<file path="config.mk">
export PLATFORM = sky130hd
export DESIGN_NAME = dns_message_field_parser
export DESIGN_NICKNAME = d
export VERILOG_FILES = /design/src/hdl/dmfp_pkg.sv /design/src/hdl/dns_message_field_parser.sv
export SDC_FILE = /design/constraint.sdc
export NUM_CORES = 1
export LEC_CHECK = 0
export ABC_AREA = 1
export BUFFER_PORTS_ARGS = -buffer_cell sky130_fd_sc_hd__buf_4
export CAP_MARGIN = 20
export CORE_AREA = 2 2 165 167
export CTS_BUF_LIST = sky130_fd_sc_hd__clkbuf_16
export CTS_CLUSTER_DIAMETER = 50
export DETAILED_ROUTE_END_ITERATION = 6
export DIE_AREA = 0 0 167 169
export GPL_TIMING_DRIVEN = 0
export RECOVER_POWER = 100
export SLEW_MARGIN = 25
export SYNTH_ARGS = -nofsm -noshare
export SYNTH_HDL_FRONTEND = slang
export SYNTH_SLANG_ARGS = --single-unit
</file>
<file path="constraint.sdc">
create_clock -name clk -period 8.85 [get_ports clk]
set_input_delay 0.885 -clock clk [delete_from_list [all_inputs] [get_ports clk]]
set_output_delay 0.885 -clock clk [all_outputs]
set_load 0.005 [all_outputs]
</file>
<file path="src/hdl/dmfp_pkg.sv">
// ----------------------------------------------------------------------------
// dmfp_pkg
// Shared constants for the DNS message field parser: parse phase codes,
// field kind codes, status codes and stream packing widths.
// ----------------------------------------------------------------------------
`default_nettype none

package dmfp_pkg;

  // Parse phase codes
  localparam int PhaseW = 4;
  localparam logic [PhaseW-1:0] PH_HDR    = 4'd0;
  localparam logic [PhaseW-1:0] PH_QNAME  = 4'd1;
  localparam logic [PhaseW-1:0] PH_QLABEL = 4'd2;
  localparam logic [PhaseW-1:0] PH_QTYPE  = 4'd3;
  localparam logic [PhaseW-1:0] PH_QCLASS = 4'd4;
  localparam logic [PhaseW-1:0] PH_ANAME  = 4'd5;
  localparam logic [PhaseW-1:0] PH_ATYPE  = 4'd6;
  localparam logic [PhaseW-1:0] PH_ACLASS = 4'd7;
  localparam logic [PhaseW-1:0] PH_ATTL   = 4'd8;
  localparam logic [PhaseW-1:0] PH_ARDLEN = 4'd9;
  localparam logic [PhaseW-1:0] PH_RDATA  = 4'd10;
  localparam logic [PhaseW-1:0] PH_IGNORE = 4'd11;

  // Field kind codes
  localparam int KindW = 5;
  localparam logic [KindW-1:0] KIND_NONE    = 5'd0;
  localparam logic [KindW-1:0] KIND_ID      = 5'd1;
  localparam logic [KindW-1:0] KIND_QLABEL  = 5'd7;
  localparam logic [KindW-1:0] KIND_QLEN    = 5'd8;
  localparam logic [KindW-1:0] KIND_QTYPE   = 5'd9;
  localparam logic [KindW-1:0] KIND_QCLASS  = 5'd10;
  localparam logic [KindW-1:0] KIND_TYPE    = 5'd11;
  localparam logic [KindW-1:0] KIND_CLASS   = 5'd12;
  localparam logic [KindW-1:0] KIND_TTL     = 5'd13;
  localparam logic [KindW-1:0] KIND_RDLEN   = 5'd14;
  localparam logic [KindW-1:0] KIND_RDATA   = 5'd15;
  localparam logic [KindW-1:0] KIND_ANAME   = 5'd16;

  // Status codes
  localparam logic [1:0] ST_OK          = 2'd0;
  localparam logic [1:0] ST_TOO_SHORT   = 2'd1;
  localparam logic [1:0] ST_MANY_QUEST  = 2'd2;
  localparam logic [1:0] ST_MANY_ANSWER = 2'd3;

  // Message layout
  localparam logic [3:0]  HEADER_BYTES = 4'd12;
  localparam logic [15:0] LIMIT_RESET  = 16'd256;
  localparam logic [15:0] TYPE_A       = 16'd1;
  localparam logic [15:0] TYPE_AAAA    = 16'd28;

  // Stream packing
  localparam int ValueW  = 32;
  localparam int RecordW = 16;
  localparam int OutDataW = 56;   // 32 + 16 + 2 = 50, padded to bytes
  localparam int OutUserW = 6;    // kind + address flag
  localparam int ValLo  = 0;
  localparam int RecLo  = 32;
  localparam int StatLo = 48;

endpackage

`default_nettype wire

</file>
<file path="src/hdl/dns_message_field_parser.sv">
// A result appears on the master side in the cycle after its byte's transfer.
// Throughput: one message byte per cycle unless a held result is stalled by
// m_tready; the output register is refilled in the same cycle it is drained.
// Reset (rst, synchronous): parse state returns to the first header byte,
// the output register empties, count_limit returns to 256.
// ----------------------------------------------------------------------------
// dns_message_field_parser
// Byte-serial DNS message parser: emits header words, question name bytes,
// qtype/qclass and answer fixed fields plus rdata bytes as tagged fields.
// ----------------------------------------------------------------------------
`default_nettype none

module dns_message_field_parser
  import dmfp_pkg::*;
(
  input  wire logic                clk,
  input  wire logic                rst,
  // configuration
  input  wire logic                cfg_wen,
  input  wire logic [15:0]         cfg_wdata,   // count_limit
  // byte stream in
  input  wire logic                s_tvalid,
  output logic                     s_tready,
  input  wire logic [7:0]          s_tdata,     // [7:0] data_byte
  input  wire logic                s_tlast,     // last_byte
  // field stream out
  output logic                     m_tvalid,
  input  wire logic                m_tready,
  output logic [OutDataW-1:0]      m_tdata,     // [31:0] field_value, [47:32] record_index,
                                                // [49:48] status, [55:50] zero
  output logic [OutUserW-1:0]      m_tuser,     // [4:0] field_kind, [5] address_data
  output logic                     m_tlast      // message_end
);

  // parse state
  logic [PhaseW-1:0]  phase, phase_next;
  logic [3:0]         bif, bif_next;
  logic [31:0]        acc, acc_next;
  logic [15:0]        qcount, qcount_next;
  logic [15:0]        acount, acount_next;
  logic [15:0]        rec, rec_next;
  logic [15:0]        left, left_next;
  logic               is_addr, is_addr_next;
  logic [1:0]         stop, stop_next;
  logic [15:0]        count_limit;

  // output register
  logic               out_valid;
  logic [KindW-1:0]   out_kind;
  logic [ValueW-1:0]  out_value;
  logic [RecordW-1:0] out_rec;
  logic               out_addr;
  logic               out_last;
  logic [1:0]         out_status;

  // per-byte results
  logic [KindW-1:0]   kind;
  logic [ValueW-1:0]  value;
  logic [RecordW-1:0] rec_out;
  logic               addr;
  logic [1:0]         status;
  logic               emit;
  logic               accept;

  // working values
  logic [31:0]        acc_sh;
  logic [3:0]         bif_inc;
  logic [2:0]         word;
  logic [15:0]        rec_inc;
  logic [15:0]        left_dec;
  logic [3:0]         flen;

  assign s_tready = !out_valid || m_tready;
  assign accept   = s_tvalid && s_tready;

  always_comb begin
    phase_next   = phase;
    bif_next     = bif;
    acc_next     = acc;
    qcount_next  = qcount;
    acount_next  = acount;
    rec_next     = rec;
    left_next    = left;
    is_addr_next = is_addr;
    stop_next    = stop;

    kind    = KIND_NONE;
    value   = '0;
    rec_out = rec;
    addr    = 1'b0;

    acc_sh   = {acc[23:0], s_tdata};
    bif_inc  = bif + 4'd1;
    word     = bif_inc[3:1] - 3'd1;
    rec_inc  = rec + 16'd1;
    left_dec = left - 16'd1;
    flen     = (phase == PH_ATTL) ? 4'd4 : 4'd2;

    unique case (phase)
      PH_HDR: begin
        acc_next = acc_sh;
        bif_next = bif_inc;
        rec_out  = '0;
        if (!bif_inc[0]) begin
          kind  = KIND_ID + {2'b00, word};
          value = {16'h0000, acc_sh[15:0]};
          if (word == 3'd2) qcount_next = acc_sh[15:0];
          if (word == 3'd3) acount_next = acc_sh[15:0];
        end
        if (bif_inc >= HEADER_BYTES) begin
          bif_next = '0;
          acc_next = '0;
          rec_next = '0;
          if (qcount_next >= count_limit) begin
            stop_next  = ST_MANY_QUEST;
            phase_next = PH_IGNORE;
          end else if (qcount_next == 16'd0) begin
            if (acount_next >= count_limit) begin
              stop_next  = ST_MANY_ANSWER;
              phase_next = PH_IGNORE;
            end else if (acount_next == 16'd0) begin
              phase_next = PH_IGNORE;
            end else begin
              phase_next = PH_ANAME;
            end
          end else begin
            phase_next = PH_QNAME;
          end
        end
      end
      PH_QNAME: begin
        kind  = KIND_QLEN;
        value = {24'h000000, s_tdata};
        if (s_tdata == 8'h00) begin
          bif_next   = '0;
          acc_next   = '0;
          phase_next = PH_QTYPE;
        end else begin
          left_next  = {8'h00, s_tdata};
          phase_next = PH_QLABEL;
        end
      end
      PH_QLABEL: begin
        kind      = KIND_QLABEL;
        value     = {24'h000000, s_tdata};
        left_next = left_dec;
        if (left_dec == 16'd0) phase_next = PH_QNAME;
      end
      PH_QTYPE, PH_QCLASS, PH_ANAME, PH_ATYPE, PH_ACLASS, PH_ATTL, PH_ARDLEN: begin
        acc_next = acc_sh;
        bif_next = bif_inc;
        if (bif_inc >= flen) begin
          value    = (phase == PH_ATTL) ? acc_sh : {16'h0000, acc_sh[15:0]};
          bif_next = '0;
          acc_next = '0;
          unique case (phase)
            PH_QTYPE: begin
              kind       = KIND_QTYPE;
              phase_next = PH_QCLASS;
            end
            PH_QCLASS: begin
              kind     = KIND_QCLASS;
              rec_next = rec_inc;
              if (rec_inc < qcount) begin
                phase_next = PH_QNAME;
              end else begin
                rec_next = '0;
                if (acount >= count_limit) begin
                  stop_next  = ST_MANY_ANSWER;
                  phase_next = PH_IGNORE;
                end else if (acount == 16'd0) begin
                  phase_next = PH_IGNORE;
                end else begin
                  phase_next = PH_ANAME;
                end
              end
            end
            PH_ANAME: begin
              kind       = KIND_ANAME;
              phase_next = PH_ATYPE;
            end
            PH_ATYPE: begin
              kind         = KIND_TYPE;
              is_addr_next = (acc_sh[15:0] == TYPE_A) || (acc_sh[15:0] == TYPE_AAAA);
              phase_next   = PH_ACLASS;
            end
            PH_ACLASS: begin
              kind       = KIND_CLASS;
              phase_next = PH_ATTL;
            end
            PH_ATTL: begin
              kind       = KIND_TTL;
              phase_next = PH_ARDLEN;
            end
            default: begin
              kind      = KIND_RDLEN;
              left_next = acc_sh[15:0];
              if (acc_sh[15:0] != 16'd0) begin
                phase_next = PH_RDATA;
              end else begin
                rec_next   = rec_inc;
                phase_next = (rec_inc < acount) ? PH_ANAME : PH_IGNORE;
              end
            end
          endcase
        end
      end
      PH_RDATA: begin
        kind      = KIND_RDATA;
        value     = {24'h000000, s_tdata};
        addr      = is_addr;
        left_next = left_dec;
        if (left_dec == 16'd0) begin
          rec_next   = rec_inc;
          phase_next = (rec_inc < acount) ? PH_ANAME : PH_IGNORE;
        end
      end
      default: begin
        // ignore phase: bytes are dropped until the final one
      end
    endcase

    if (kind == KIND_NONE) rec_out = '0;

    if (s_tlast) begin
      status = (phase_next == PH_IGNORE) ? stop_next : ST_TOO_SHORT;
    end else begin
      status = ST_OK;
    end
    emit = (kind != KIND_NONE) || s_tlast;

    // final byte: start the next message from a clean state
    if (s_tlast) begin
      phase_next   = PH_HDR;
      bif_next     = '0;
      acc_next     = '0;
      qcount_next  = '0;
      acount_next  = '0;
      rec_next     = '0;
      left_next    = '0;
      is_addr_next = 1'b0;
      stop_next    = ST_OK;
    end
  end

  always_ff @(posedge clk) begin
    if (rst) begin
      phase       <= PH_HDR;
      bif         <= '0;
      acc         <= '0;
      qcount      <= '0;
      acount      <= '0;
      rec         <= '0;
      left        <= '0;
      is_addr     <= 1'b0;
      stop        <= ST_OK;
      count_limit <= LIMIT_RESET;
      out_valid   <= 1'b0;
    end else begin
      if (cfg_wen) count_limit <= cfg_wdata;
      if (accept) begin
        phase     <= phase_next;
        bif       <= bif_next;
        acc       <= acc_next;
        qcount    <= qcount_next;
        acount    <= acount_next;
        rec       <= rec_next;
        left      <= left_next;
        is_addr   <= is_addr_next;
        stop      <= stop_next;
        out_valid <= emit;
      end else if (m_tready) begin
        out_valid <= 1'b0;
      end
    end
  end

  // payload register, loaded on any transfer that produces a field or ends a message
  always_ff @(posedge clk) begin
    if (accept && emit) begin
      out_kind   <= kind;
      out_value  <= value;
      out_rec    <= rec_out;
      out_addr   <= addr;
      out_last   <= s_tlast;
      out_status <= status;
    end
  end

  assign m_tvalid = out_valid;
  assign m_tdata  = {6'b000000, out_status, out_rec, out_value};
  assign m_tuser  = {out_addr, out_kind};
  assign m_tlast  = out_last;

endmodule

`default_nettype wire

</file>
After elaboration in Yosys (flattened, before gate mapping)
Cells that the tools add are included.
{"block": "classes", "addsub": 5, "magnitude_cmp": 7, "n_eq_ne": 23, "muxes": 76, "n_reduce_logical": 35}
{"operator": "16-bit two-way mux", "count": 21}
{"operator": "24-bit two-way mux", "count": 4}
{"operator": "16-bit case mux with 3 select lines", "count": 2}
{"operator": "32-bit case mux with 3 select lines", "count": 1}
{"operator": "4-bit two-way mux", "count": 19}
{"operator": "24-bit case mux with 3 select lines", "count": 1}
{"operator": "16-bit logical NOT", "count": 4}
{"operator": "32-bit two-way mux", "count": 2}
{"operator": "16-bit >= comparator", "count": 3}
{"operator": "16-bit less-than comparator", "count": 2}
{"operator": "16-bit case mux with 2 select lines", "count": 1}
{"operator": "5-bit case mux with 6 select lines", "count": 1}
{"operator": "5-bit case mux with 5 select lines", "count": 1}
{"operator": "4-bit case mux with 6 select lines", "count": 1}
{"operator": "3-bit inequality test, second input constant", "count": 7}
{"operator": "4-bit case mux with 5 select lines", "count": 1}
{"operator": "2-bit two-way mux", "count": 9}
{"operator": "16-bit by 1-bit adder with 16-bit output, second input constant", "count": 1}
{"operator": "16-bit by 1-bit equality test with 1-bit output, second input constant", "count": 1}
{"operator": "16-bit by 5-bit equality test with 1-bit output, second input constant", "count": 1}
{"operator": "4-bit by 3-bit equality test with 1-bit output, second input constant", "count": 4}
{"operator": "4-bit equality test, second input constant", "count": 4}
{"operator": "16-bit nonzero test", "count": 1}
{"operator": "16-bit by 1-bit subtractor with 16-bit output, second input constant", "count": 1}
{"operator": "33 further kinds", "count": 53}
{"block": "totals", "regBits": 173, "in_bits": 30, "output_inout_bits": 65, "wordCells": 164}

Depth between registers and ports, before layout
Gate-level depths: netlist of the first run.
{"block": "depth", "ltp_word": 15, "depth_mapped": 30}

Worst setup path after synthesis of the first run
Ideal clock, no wire load.
{"block": "synth_timing", "path_type": "register to register", "startpoint": "register bif[0]", "endpoint": "register out_status[0] (data pin)", "arrival_time_ns": 3.248, "setup_slack_ns": 5.336, "path_stages_with_launch": 31, "path_cell_list": "dfxtp_1 ha_1 inv_1 nand2_1 nand2_2 inv_1 nor2_1 xnor2_1 inv_1 ha_1 nand2_1 clkbuf_1 nand2_1 o21ai_0 inv_1 ha_1 nand2_1 o21ai_0 nand2_1 nand2_1 nand2_1 nand3_1 nor2_1 inv_1 nand3_1 nand2_1 inv_1 nand3_1 nand3_1 nor2_1 nor2_1"}
{"block": "synth_via", "elab_chain_cells": 15, "word_cells_on_any_way": 31, "classes_between": "add/sub: 2; order compare: 4; eq/ne: 3; mux: 20; reduce/logical: 2"}
{"item": "start, declared", "line": "dns_message_field_parser.sv:37", "text": "logic [3:0] bif, bif_next;"}
{"item": "start signal, assigned", "line": "dns_message_field_parser.sv:263", "text": "bif <= bif_next;"}
{"item": "4-bit by 1-bit adder with 4-bit output *", "line": "dns_message_field_parser.sv:93", "text": "bif_inc = bif + 4'd1;"}
{"item": "branches (longest 13 deep; another with 16-bit >= comparator)"}
{"item": "1-bit two-way mux *", "line": "dns_message_field_parser.sv:226", "text": "status = (phase_next == PH_IGNORE) ? stop_next : ST_TOO_SHORT;"}
{"item": "end signal, assigned", "line": "dns_message_field_parser.sv:286", "text": "out_status <= status;"}
{"item": "end, declared", "line": "dns_message_field_parser.sv:54", "text": "logic [1:0] out_status;"}
Every way passes the cells marked *. The select of a mux whose other input is x is not followed.
A chain may end at the register's enable or synchronous reset.

Final worst setup path of the first run
{"block": "layout_timing", "startpoint": "register phase[3]", "endpoint": "register out_rec[6] (enable)"}
{"block": "layout_via", "elab_chain_cells": 8, "word_cells_on_any_way": 20, "classes_between": "order compare: 1; eq/ne: 10; mux: 4; reduce/logical: 5"}
{"item": "start, declared", "line": "dns_message_field_parser.sv:36", "text": "logic [PhaseW-1:0] phase, phase_next;"}
{"item": "start signal, assigned", "line": "dns_message_field_parser.sv:262", "text": "phase <= phase_next;"}
{"item": "4-bit equality test", "line": "dns_message_field_parser.sv:97, dns_message_field_parser.sv:99, dns_message_field_parser.sv:156"}
{"item": "3-bit two-way mux", "line": "dns_message_field_parser.sv:97", "text": "flen = (phase == PH_ATTL) ? 4'd4 : 4'd2;"}
{"item": "4-bit by 3-bit >= comparator with 1-bit output", "line": "dns_message_field_parser.sv:152", "text": "if (bif_inc >= flen) begin"}
{"item": "5-bit two-way mux", "line": "dns_message_field_parser.sv:152"}
{"item": "5-bit case mux with 5 select lines *", "line": "dns_message_field_parser.sv:99", "text": "unique case (phase)"}
{"item": "named net kind[3]", "line": "dns_message_field_parser.sv:57", "text": "logic [KindW-1:0] kind;"}
{"item": "5-bit nonzero test *", "line": "dns_message_field_parser.sv:230", "text": "emit = (kind != KIND_NONE) || s_tlast;"}
{"item": "1-bit logical OR *", "line": "dns_message_field_parser.sv:230"}
{"item": "1-bit logical AND *", "line": "dns_message_field_parser.sv:280", "text": "if (accept && emit) begin"}
{"item": "end signal, assigned", "line": "dns_message_field_parser.sv:283", "text": "out_rec <= rec_out;"}
{"item": "end, declared", "line": "dns_message_field_parser.sv:51", "text": "logic [RecordW-1:0] out_rec;"}
The timed path passes the listed nets; every way through them passes the cells marked *.

==> flow_summary_export.csv, run 1 <==
group,metric,value,unit
cts,cts.hold.buffers_added,0,
place,dp_cells,1946,
global_route,grt_pass1_wl,50700,microns
worst_setup_path,crit_required,8.25,ns
synth,synth-async-reset-ratio,0,%
worst_setup_path,reg2reg_from,"phase[3]",
job,max_cap_viol_count,1,
worst_setup_path,arrival,5.45,ns
worst_setup_path,rr_worst_depth,16,
cts,clock_path_buffers,2,
worst_setup_path,critPathKind,"reg -> reg",
floorplan,die_h,169,microns
worst_setup_path,reg2reg_slack,2.80,ns
floorplan,die_x,167,microns
finish,area_growth,15.2,%
timing,tightestPinTransition,2.53,ns
place,pre_cts_ws,4.24,ns
floorplan,core,26500,sq um
worst_setup_path,endpoint_kind,"register",
routing,wl_met2,14200,microns
hold_path,worstHoldStart,"qcount[3]",
synth,synth_cell_type_count,42,
cts,clk_pin_slew,0.07,ns
routing,wirelength,32500,microns
cts,cts.sinks,173,
synth,syn_area,10700,sq um
routing,dr.first_iter.drc_count,998,
finish,drive_gt1_share,9.22,%
status,violations,"max-capacitance violations, max-slew violations",
timing,setup_tns,0,ns
timing,max_slew_margin,-69.7,%
power_and_ir_drop,peakVddDrop,0.0000932,V
floorplan,die_area,28200,sq um
timing,timing.final.crit_share,68.3,%
global_route,grt_util_all_layers,23.1,%
timing,setup_viol,0,
synth,synth_seq_area_share,37.7,%
synth,syn_avg_cell_area,7.08,sq um
cts,cts_buffers,17,
cts,cts_root_buf,"clkbuf_16",
finish,fin_nets,1740,
cts,ctsResizeCount,0,
synth,synth_ff_type,"dfxtp_1",
worst_setup_path,cp-start-kind,"register",
cts,postCtsSetupBuffers,0,
global_route,overflow,0,
global_route,grt_pass1_vias,9257,
routing,met1_length,15200,microns
place,port_buffers,88,
hold_path,hold_path_class,"reg -> reg",
worst_setup_path,cp_max_fo,57,
cts,cts_tree,"yes",
timing,fin_crit,6.05,ns
timing,setup_ws,2.80,ns
timing,clock_skew,0.0124,ns
cts,clock_latency,0.44,ns
timing,rsz0062_at_grt,"no",
worst_setup_path,regToRegEndpoint,"out_rec[6]",
routing,wl_per_cell,16.4,microns
routing,highest-signal-layer,"met4",
worst_setup_path,crit_path_start,"phase[3]",
floorplan,initial_core_util,40.4,%
finish,final_cells,1979,
global_route,grt_max_degree,58,
status,outcome,"finished, violations left",
routing,vias,10100,
synth,synth_seq_cells,173,
cts,htreeDepth,4,
synth,synth.most_common_cell,"nand2_1",
timing,holdWs,0.468,ns
synth,synth_cells,1512,
synth,synth_top_area_share,21.7,%
floorplan,rows,60,
routing,drc,0,
synth,synth-edff-count,57,
place,hpwl,25600,microns
place,gp_congestion,0.950,
power_and_ir_drop,p_per_area,164,nW/um^2
routing,drt-pass1-iter-count,5,
timing,max_freq,165,MHz
timing,final-max-slew-violation-count,58,
power_and_ir_drop,total_power,2020,uW
routing,avgViaCountPerCell,5.12,
routing,antenna_left,0,
synth,yosysWarnings,0,
hold_path,hold_end,"qcount[3]",
hold_path,hold_depth,2,
routing,wl_met3,2400,microns
synth,synth_top_area_cell,"dfxtp_1",
global_route,antenna_found_initial,1,
timing,finalHoldViolations,0,
synth,ys_top_cells_by_count,"nand2_1, inv_1, nor2_1",
floorplan,io-pin-count,95,
power_and_ir_drop,leakage,0.00564,uW
synth,synthTopCellsByArea,"dfxtp_1, edfxtp_1, nand2_1, ha_1, inv_1",
-- layer usage --
metal | vias up | track usage, %
met4 | 0 | 6.48
met3 | 44 | 4.61
met2 | 356 | 36.2
met5 | - | 0
li1 | 5144 | -
met1 | 4587 | 32.5
-- report_power, final --
part | switching [uW] | internal, uW | total, uW
registers | 20.2 | 865 | 886
clock network | 373 | 404 | 778
logic | 235 | 122 | 357
-- final cells by class --
type | count | area, sq um
diodes | 1 | 2.50
plain buffers | 53 | 250
clock buffers | 17 | 425
clock inverters | 15 | 173
fillers | 2794 | 14200
inverters | 228 | 858
multi-input cells | 1063 | 5530
flip-flops and latches | 173 | 4030
well taps | 341 | 427
repair buffers | 88 | 642
-- stage by stage --
step	utilization [%]	area [sq um]
4_1_cts	46.9	12400
3_3_place_gp	44.6	11800
5_1_grt	46.5	12300
3_5_place_dp	44.6	11800
2_1_floorplan	-	10700
6_report	46.6	12300
-- worst max-delay path, stage by stage (launching register included) --
cell	delay, ns
dfxtp_1	0.39
inv_1	0.11
nor2_1	0.20
nand2_1	0.21
ha_1	0.34
nand2_1	0.06
nand2_1	0.05
o21ai_0	0.09
nand3_1	0.36
nand2_1	0.24
inv_1	0.15
nand2_1	0.09
nand4_1	0.14
nor3_1	0.17
nand2_1	0.12
o21ai_0	0.28
clkinvlp_2	1.98
-- state kept, by name (all words and copies together), names as in the netlist --
name,flops
acc,24
acount,16
bif,4
count_limit,16
is_addr,1
left,16
m_tlast,1
m_tvalid,1
out_addr,1
out_kind,5
out_rec,16
out_status,2
out_value,32
phase,4
qcount,16
rec,16
stop,2
-- layout by cell type, fill, tap and decap left out, types with 17 or more instances in the layout --
cell       instances
o21ai_0           77
ha_1              86
nand4_1           24
nand2_1          370
nor2_1           175
nor3_1            24
dfxtp_1          116
inv_1            219
nand3_1           65
edfxtp_1          57
clkbuf_1          41
clkbuf_4          57
buf_4             33
clkbuf_16         17
a21oi_1          149
-- worst max path at each step --
stage | to | slack, ns
3_3_place_gp | out_status[0] | 4.28
6_report | out_rec[6] | 2.80
4_1_cts | out_status[0] | 4.23
2_1_floorplan | out_status[0] | 5.34
3_5_place_dp | out_status[0] | 4.24
5_1_grt | out_rec[6] | 2.06
-- cell families after synthesis --
group | after synthesis | share of synthesized area, %
flip-flops | 173 | 37.7
other | 1 | 0.0350
AND/OR/NAND/NOR | 681 | 26.5
buffers and inverters | 281 | 10.6
AO/OA/AOI/OAI | 274 | 13.8
XOR/XNOR | 16 | 1.31
adder cells (fa/ha/maj) | 86 | 10.0
No activity file was read; power rests on OpenSTA's default activity.
==> inputs of run 2 (changes only) <==
Clock period 8.85 ns to 5 ns, I/O delays scaled along.
==> flow_summary_export.csv, run 2 (same netlist as run 1, synthesis figures left out) <==
group,metric,value,unit
place,port_buffers,88,
place,gp_congestion,0.950,
routing,drt-pass1-iter-count,5,
global_route,overflow,0,
cts,cts_tree,"yes",
finish,final_common_cell,"nand2_1",
place,pre_cts_ws,0.394,ns
finish,reg_top3,"out_value x32, acc x24",
worst_setup_path,endpoint_kind,"register",
cts,cts_buffers,17,
cts,clock_latency,0.44,ns
cts,htreeDepth,4,
cts,cts.sinks,173,
power_and_ir_drop,leakage,0.00565,uW
finish,area_growth,15.2,%
timing,max_slew_margin,18.9,%
global_route,grt_pass1_wl,50700,microns
timing,rsz0062_at_grt,"no",
worst_setup_path,critPathKind,"reg -> reg",
floorplan,die_area,28200,sq um
cts,ctsResizeCount,0,
cts,cts.hold.buffers_added,0,
finish,regMostFlops,"out_value",
power_and_ir_drop,peakVddDrop,0.000165,V
worst_setup_path,crit_required,5.17,ns
timing,setup_tns,0,ns
routing,vias,10100,
timing,final-max-slew-violation-count,0,
global_route,antenna_found_initial,1,
timing,clock_skew,0.0118,ns
global_route,grt_pass1_vias,9257,
global_route,grt_util_all_layers,23.1,%
cts,cts_root_buf,"clkbuf_16",
cts,postCtsSetupBuffers,0,
worst_setup_path,cp-start-kind,"register",
finish,largest_reg_flops,32,
job,max_cap_viol_count,0,
timing,max_freq,218,MHz
routing,wirelength,32500,microns
floorplan,rows,60,
floorplan,core,26500,sq um
floorplan,die_x,167,microns
finish,final_cell_mix,"nand2_1, inv_1, nor2_1",
cts,clock_path_buffers,2,
finish,antenna_cells,0,
timing,setup_viol,0,
routing,antenna_left,0,
routing,avgViaCountPerCell,5.11,
timing,holdWs,0.271,ns
floorplan,initial_core_util,40.4,%
routing,dr.first_iter.drc_count,1029,
finish,fillers,2796,
cts,clk_pin_slew,0.08,ns
worst_setup_path,cp_max_fo,10,
timing,fin_crit,4.58,ns
floorplan,io-pin-count,95,
worst_setup_path,arrival,4.75,ns
power_and_ir_drop,p_per_area,290,nW/um^2
routing,drc,0,
floorplan,die_h,169,microns
status,outcome,"completed",
timing,tightestPinTransition,1.21,ns
finish,drive_gt1_share,9.35,%
global_route,grt_max_degree,58,
routing,wl_per_cell,16.4,microns
timing,finalHoldViolations,0,
hold_path,hold_path_class,"in -> reg",
timing,setup_ws,0.419,ns
place,hpwl,25600,microns
finish,fin_nets,1740,
timing,timing.final.crit_share,91.6,%
[run 2: path summary, 6_finish.rpt]
check,startpoint,to,slack [ns],cells past startpoint
min reg2reg,qcount[3],qcount[3],0.47,2
max,bif[0],out_status[0],0.42,26
min,cfg_wdata[8],count_limit[8],0.27,3
max reg2reg,bif[0],out_status[0],0.42,26
[run 2: layout make-up]
type / count / area [sq um] / share of cell area [%]
Buffer: 53 / 250 / 2.03
Clock inverter: 15 / 173 / 1.40
Tap cell: 341 / 427 / 3.46
Inverter: 228 / 857 / 6.95
Multi-Input combinational cell: 1063 / 5530 / 44.8
Timing Repair Buffer: 88 / 642 / 5.20
Clock buffer: 17 / 425 / 3.45
Sequential cell: 173 / 4030 / 32.7
[run 2: per-layer routing]
| layer | track usage, % | share of wire [%] | up-vias |
|---|---|---|---|
| met4 | 6.48 | 1.8 | 0 |
| met2 | 36.2 | 44 | 341 |
| met3 | 4.61 | 7.2 | 37 |
| met5 | 0 | 0 | - |
| met1 | 32.5 | 47 | 4588 |
| li1 | - | - | 5143 |
[run 2: critical path: stages, from the launching register on]
cell      delay (ns)
dfxtp_1         0.50
ha_1            0.22
inv_1           0.04
nand2_1         0.07
nand2_2         0.09
inv_1           0.18
nor2_1          0.08
xnor2_1         0.17
inv_1           0.07
ha_1            0.20
nand2_1         0.22
clkbuf_1        0.39
o21ai_0         0.31
ha_1            0.41
nand4_1         0.11
nor3_1          0.25
nand3_1         0.11
nand3_1         0.17
nor2_1          0.08
inv_1           0.05
nand3_1         0.07
nand2_1         0.13
inv_1           0.06
nand3_1         0.09
nand3_1         0.10
nor2_1          0.10
nor2_1          0.06
[run 2: stage by stage]
step	area, sq um	total power (uW)	utilization [%]	std cells
after floorplan	10700	2000	-	1517
after global placement	11800	2230	44.6	1946
after detailed placement	11800	2240	44.6	1946
after CTS	12400	3610	46.9	1978
after global routing	12300	3740	46.6	1978
final	12300	3580	46.6	1978
[run 2: where the power goes]
| part | total (uW) | leakage, uW | internal [uW] | switching [uW] |
|---|---|---|---|---|
| clock | 1380 | 0.000292 | 716 | 664 |
| combinational | 632 | 0.00386 | 215 | 417 |
| sequential | 1560 | 0.00150 | 1530 | 35.8 |
| total | 3580 | 0.00565 | 2460 | 1120 |
==> inputs of run 3 (changes only) <==
Settings changed: CORE_AREA 2 2 165 167 to 2 2 196 198, CTS_CLUSTER_DIAMETER 50 to default, DIE_AREA 0 0 167 169 to 0 0 198 200, SETUP_SLACK_MARGIN from default to 0.3.
==> flow_summary_export.csv, run 3 (same netlist as run 1, synthesis figures left out) <==
group,metric,value,unit
cts,cts.sinks,173,
timing,timing.final.crit_share,88.4,%
place,port_buffers,88,
finish,largest_reg_flops,32,
timing,max_freq,226,MHz
worst_setup_path,crit_end,"out_value[12]",
timing,clock_skew,0.0177,ns
routing,antenna_left,0,
power_and_ir_drop,total_power,3670,uW
global_route,grt_pass1_wl,54600,microns
place,dp_cells,2117,
finish,seq_area,4040,sq um
worst_setup_path,arrival,4.56,ns
global_route,top_usage_layer,"met2",
cts,cts_tree,"yes",
timing,rsz0062_at_grt,"yes",
global_route,grt_util_all_layers,18.2,%
floorplan,initial_core_util,28.6,%
floorplan,die_area,39600,sq um
cts,clk_pin_slew,0.07,ns
routing,wirelength,35100,microns
routing,drc,0,
global_route,grt_pass1_vias,9913,
finish,antenna_cells,0,
cts,htreeDepth,4,
timing,setup_tns,0,ns
floorplan,core,37400,sq um
worst_setup_path,regToRegEndpoint,"out_value[12]",
floorplan,rows,71,
worst_setup_path,rr_worst_depth,14,
cts,clock_latency,0.45,ns
global_route,overflow,0,
hold_path,hold_path_class,"in -> reg",
floorplan,io-pin-count,95,
cts,clock_path_buffers,2,
finish,fillers,4026,
timing,fin_crit,4.42,ns
place,hpwl,27700,microns
finish,final_common_cell,"nand2_1",
cts,cts_root_buf,"clkbuf_16",
floorplan,die_x,198,microns
worst_setup_path,reg2reg_slack,0.58,ns
routing,wl_per_cell,16.3,microns
timing,max_slew_margin,21.0,%
global_route,met2_usage,31.5,%
worst_setup_path,crit_path_start,"phase[1]",
finish,drive_gt1_share,8.85,%
timing,finalHoldViolations,0,
finish,final_cells,2149,
global_route,grt.met3_usage,2.86,%
worst_setup_path,critPathKind,"reg -> reg",
worst_setup_path,cp-start-kind,"register",
timing,setup_viol,0,
routing,vias,10300,
power_and_ir_drop,peakVddDrop,0.000164,V
global_route,met1_usage,22.8,%
cts,postCtsSetupBuffers,0,
worst_setup_path,cp_max_fo,31,
finish,area_growth,17.5,%
worst_setup_path,crit_required,5.14,ns
finish,multi_input_area,5550,sq um
job,max_cap_viol_count,0,
global_route,grt_max_degree,32,
routing,avgViaCountPerCell,4.78,
timing,final-max-slew-violation-count,0,
routing,dr.first_iter.drc_count,809,
global_route,antenna_found_initial,0,
routing,drt-pass1-iter-count,5,
finish,final_cell_mix,"nand2_1, inv_1, nor2_1",
timing,tightestPinTransition,1.18,ns
cts,cts_buffers,17,
finish,regMostFlops,"out_value",
power_and_ir_drop,leakage,0.00565,uW
power_and_ir_drop,p_per_area,292,nW/um^2
worst_setup_path,endpoint_kind,"register",
finish,reg_top3,"out_value x32, acc x24",
finish,fin_nets,1741,
floorplan,die_h,200,microns
status,outcome,"completed",
worst_setup_path,reg2reg_from,"phase[1]",
place,gp_congestion,0.939,
[run 3: changes by cell type in the layout (fill, tap and decap cells not counted), moves of 2 or more]
cell / delta
clkinv_4: -2
inv_1: +4
bufinv_16: +2
inv_8: -4
clkbuf_4: -10
clkbuf_16: +2
nor2_1: -2
inv_2: -2
clkbuf_1: +10
clkinv_8: -2
[run 3: what timing repair did]
item	CTS	global route
cloned	0	0
setup endpoints to repair	1	15
hold buffers	0	0
gates resized for setup	1	10
[run 3: worst min-delay path by stage]
| stage | start | end | slack (ns) | cells past startpoint |
|---|---|---|---|---|
| after detailed placement | qcount[11] | qcount[11] | 0.46 | 2 |
| final | cfg_wdata[8] | count_limit[8] | 0.27 | 3 |
| after floorplan | is_addr | is_addr | 0.44 | 2 |
| after CTS | s_tlast | m_tlast | 0.24 | 1 |
| after global routing | cfg_wdata[8] | count_limit[8] | 0.26 | 3 |
| after global placement | qcount[14] | qcount[14] | 0.45 | 2 |
[run 3: per-layer routing]
layer  wire length [microns]  part of all wire, %
met1                   15300                   44
met2                   16800                   48
met3                    1870                  5.3
met4                    1100                  3.1
met5                       0                    0
[run 3: metrics by stage]
step | setup slack [ns] | hold slack [ns] | util, % | area [sq um]
detailed placement | 0.285 | 0.457 | 32.2 | 12100
CTS | 0.339 | 0.236 | 33.9 | 12700
global placement | 0.323 | 0.453 | 32.2 | 12000
finish | 0.580 | 0.267 | 33.7 | 12600
floorplan | 1.49 | 0.438 | - | 10700
global route | 0.148 | 0.256 | 33.7 | 12600
[run 3: final cells by class]
| class | instances | area share [%] |
|---|---|---|
| buffer | 53 | 2.02 |
| clock buffer | 19 | 3.78 |
| clock inverter | 13 | 1.26 |
| inverter | 228 | 6.81 |
| multi-input combinational | 1063 | 44.1 |
| sequential | 173 | 32.1 |
| tap | 511 | 5.08 |
| timing repair buffer | 89 | 4.93 |
[run 3: worst max-delay path, stage by stage, from the launching register on]
cell and delay [ns]:
dfxtp_1 0.39, nor2_1 0.21, clkinv_1 0.13, nor2_1 0.50, inv_1 0.35, nor2_1 0.37, inv_1 0.15, nor3_1 0.15
nand2_1 0.11, nand4_1 0.16, nor3_1 0.07, nand2_1 0.15, o21ai_0 0.15, inv_1 0.90, buf_12 0.29
[run 3: report_power, final]
part / total (uW) / switching, uW / internal (uW) / leakage (uW)
sequential: 1570 / 37.8 / 1530 / 0.00150
clock: 1460 / 608 / 850 / 0.000318
combinational: 645 / 429 / 216 / 0.00383
total: 3670 / 1070 / 2590 / 0.00565
